### config.mk
export PLATFORM = sky130hd
export DESIGN_NAME = fopp_ram
export DESIGN_NICKNAME = d
export VERILOG_FILES = /design/src/rtl/fopp_ram.sv
export SDC_FILE = /design/constraint.sdc
export NUM_CORES = 1
export LEC_CHECK = 0
export ABC_AREA = 1
export BUFFER_PORTS_ARGS = -buffer_cell sky130_fd_sc_hd__buf_2
export CAP_MARGIN = 20
export CORE_ASPECT_RATIO = 1.25
export CORE_MARGIN = 10
export CORE_UTILIZATION = 45
export CTS_CLUSTER_SIZE = 14
export DETAILED_ROUTE_END_ITERATION = 8
export GPL_TIMING_DRIVEN = 0
export RECOVER_POWER = 100
export REMOVE_ABC_BUFFERS = 1
export SKIP_CTS_REPAIR_TIMING = 1
export SLEW_MARGIN = 40
export SYNTH_ARGS = -nofsm -noshare
export SYNTH_HDL_FRONTEND = slang
export SYNTH_SLANG_ARGS = --single-unit
### constraint.sdc
create_clock -name clk -period 2.59 [get_ports clk]
set_input_delay 0.3885 -clock clk [delete_from_list [all_inputs] [get_ports clk]]
set_output_delay 0.3885 -clock clk [all_outputs]
set_load 0.02 [all_outputs]
### src/rtl/fopp_ram.sv
// ----------------------------------------------------------------------------
// fopp_ram
// single-port-write, single-port-read ram with registered read data
// ----------------------------------------------------------------------------
module fopp_ram #(
  parameter int unsigned WIDTH = 8,
  parameter int unsigned DEPTH = 64
) (
  input  logic                     clk,
  input  logic                     we,
  input  logic [$clog2(DEPTH)-1:0] waddr,
  input  logic [WIDTH-1:0]         wdata,
  input  logic [$clog2(DEPTH)-1:0] raddr,
  output logic [WIDTH-1:0]         rdata
);
  logic [WIDTH-1:0] mem [DEPTH];

  always_ff @(posedge clk) begin
    if (we) begin
      mem[waddr] <= wdata;
    end
    rdata <= mem[raddr];
  end
endmodule

==> run metrics <==
status=completed; final worst slack=between 0.15 and 0.2 ns; CTS buffer count=between 40 and 50; count of cell types in the netlist=16; Tot GR Track Use=0.174; fillers=a little over 4,000; Critical Path Sink Type=flop; worst hold path class=input pin to flop; WL/cell=approximately 21 µm; core area=between 40,000 and 50,000 µm²; register clock-pin slew on the reported worst setup and hold paths=0.06 ns; Synth Instances=around 1,800; Synth-to-Final Area Change=8.55%; Die Y=263 µm; RSZ-0062 raised after global routing=no; Post-synth EDFFs=slightly above 500; Max-Slew Margin vs Limit=0.0218; GRT met1 Usage=0.224; Peak supply drop=approximately 420 µV; die width=215 µm; H-tree depth=2; Final Hold Viols=0; Least-Margin Pin Slew=1.47 ns; number of global-route vias before repair=roughly 13,000; leading register cell type out of synthesis=edfxtp_1; Avg Cell Area, Syn=11.8 µm²; GR met3 Demand/Resource=0.0227; post-synthesis async set-or-reset flop share=0; Placed Area=around 22,000 µm²; Lkg Pwr=slightly above 8 nW; critical path required time=3.03 ns; Yosys reg bits=520; period utilization=0.941; antenna cells=0; Nets=roughly 1,800; Ports=30; Clock Path Buffers=3; area share of the largest cell type after synthesis=0.720; met2 Use GR=0.294; Port Buffers=29; clk_skew=between 0.007 and 0.008 ns; DRC violations left=0; Post-Place Worst Slack=-0.697 ns; global-route wire length before repair=76,500 µm; pin count of the biggest net entering global routing=roughly 140; DP HPWL=between 20,000 and 30,000 µm; gr ovfl total=0; Final setup viols=0; initial core utilization=0.453; startpoint types=input pin; critical path arrival=around 2.9 ns; Power Dens Cells=731 nW/µm²; row cnt=between 80 and 90; DRT Pass-1 Iters=6; share of layout cells above drive strength 1=0.0487; Clk Latency, worst-skew pair=between 0.5 and 0.6 ns; CP Max Fanout=123; Final min period=around 2.4 ns; antenna violations before repair=4; CTS tree=yes; post-route ant nets=0; top cell types by occurrence after synthesis=648 x nand2_1, 512 x edfxtp_1, 439 x nand3_1, 56 x nor2_1, 37 x buf_2; FMAX=around 0.4 GHz; fin area=~23,000 µm²; register area share after synthesis=0.728; Root Driver=clkbuf_16; Synth Cell Area=between 20,000 and 25,000 µm²; vias per cell=5.42; maxcap violations=0; GR peak layer=met2; detailed-route via count=roughly 13,000; Total Routed Length=roughly 50,000 µm; starting DRC count in detailed routing=between 1,000 and 1,500; Clock Sinks=520; Ys Warns=0; critical path class=input pin to flop; Final Max Slew Viols=0; die area=56,600 µm²; top post-synthesis cells by area=edfxtp_1 72%, nand2_1 11%, nand3_1 10%; final RePlAce weighted congestion=around 0.88; top-count cell post-synth=nand2_1; Synth area leader=edfxtp_1
worst max-delay path, cell delays in order:
cell	delay [ns]
buf_6	0.29
buf_16	0.28
buf_12	0.28
inv_16	0.16
buf_12	0.23
nand2_1	0.12
nand3_1	0.07
nand3_1	0.14
nand2_1	0.13
nand2_1	0.09
nand3_1	0.15
nand3_1	0.20
nand2_1	0.11
kinds of logic (layout without fill, tap and decap cells):
logic type	after synthesis	in the layout	share of synthesized area
DFF	520	520	0.728
and+or+nand+nor	1160	1160	0.232
buffers and inverters	125	149	0.0402
layer usage:
metal	vias up	share of wire
li1	6316	-
met1	6535	0.41
met3	108	0.059
met4	8	0.030
met5	-	0.00070
met2	391	0.50
cell usage in the layout (no fill, tap or decap), drive strengths merged:
cell type,Yosys,final
nand2,648,648
nor4,8,8
bufinv,0,1
nand4,9,9
dfxtp,8,8
clkinv,0,15
clkbuf,15,103
inv,12,12
buf,98,18
nand3,439,439
nor2,56,56
edfxtp,512,512
stage by stage:
stage	total power (W)	util	TNS, ns	hold slack (ns)	instances
4_1_cts	0.0170	0.493	-0.593	0.194	2461
3_5_place_dp	0.0106	0.463	-86.00	0.799	2375
5_1_grt	0.0175	0.492	0	0.218	2466
6_report	0.0169	0.492	0	0.235	2466
2_1_floorplan	0.0100	-	-2.46	0.487	1692
3_3_place_gp	0.0106	0.456	-82.70	0.793	2358
power breakdown:
group | internal (W) | leakage [nW] | switching [W]
logic | 0.000252 | 2.78 | 0.000815
clock network | 0.00360 | 0.689 | 0.00293
registers | 0.00932 | 4.67 | 0.0000153
state kept, by name (all words and copies together) (netlist names):
signal,cells
mem,512
rdata,8
path summary, 6_finish.rpt:
kind	start	to	slack [ns]	cells past startpoint
hold / removal	raddr[5]	rdata[5]	0.24	3
setup reg to reg	mem[28][7]	rdata[7]	1.14	8
setup / recovery	raddr[0]	rdata[6]	0.15	13
hold reg to reg	mem[0][2]	rdata[2]	0.91	8
final cells by class:
| class | instances | area (µm²) | share of cell area |
|---|---|---|---|
| well taps | 637 | 797 | 0.0344 |
| repair buffers | 51 | 402 | 0.0173 |
| multi-input cells | 1160 | 4950 | 0.214 |
| flip-flops and latches | 520 | 15500 | 0.671 |
| inverters | 12 | 73.8 | 0.00319 |
| clock inverters | 16 | 95.1 | 0.00411 |
| clock buffers | 70 | 1320 | 0.0568 |
Power figures use the tool's default switching activity.
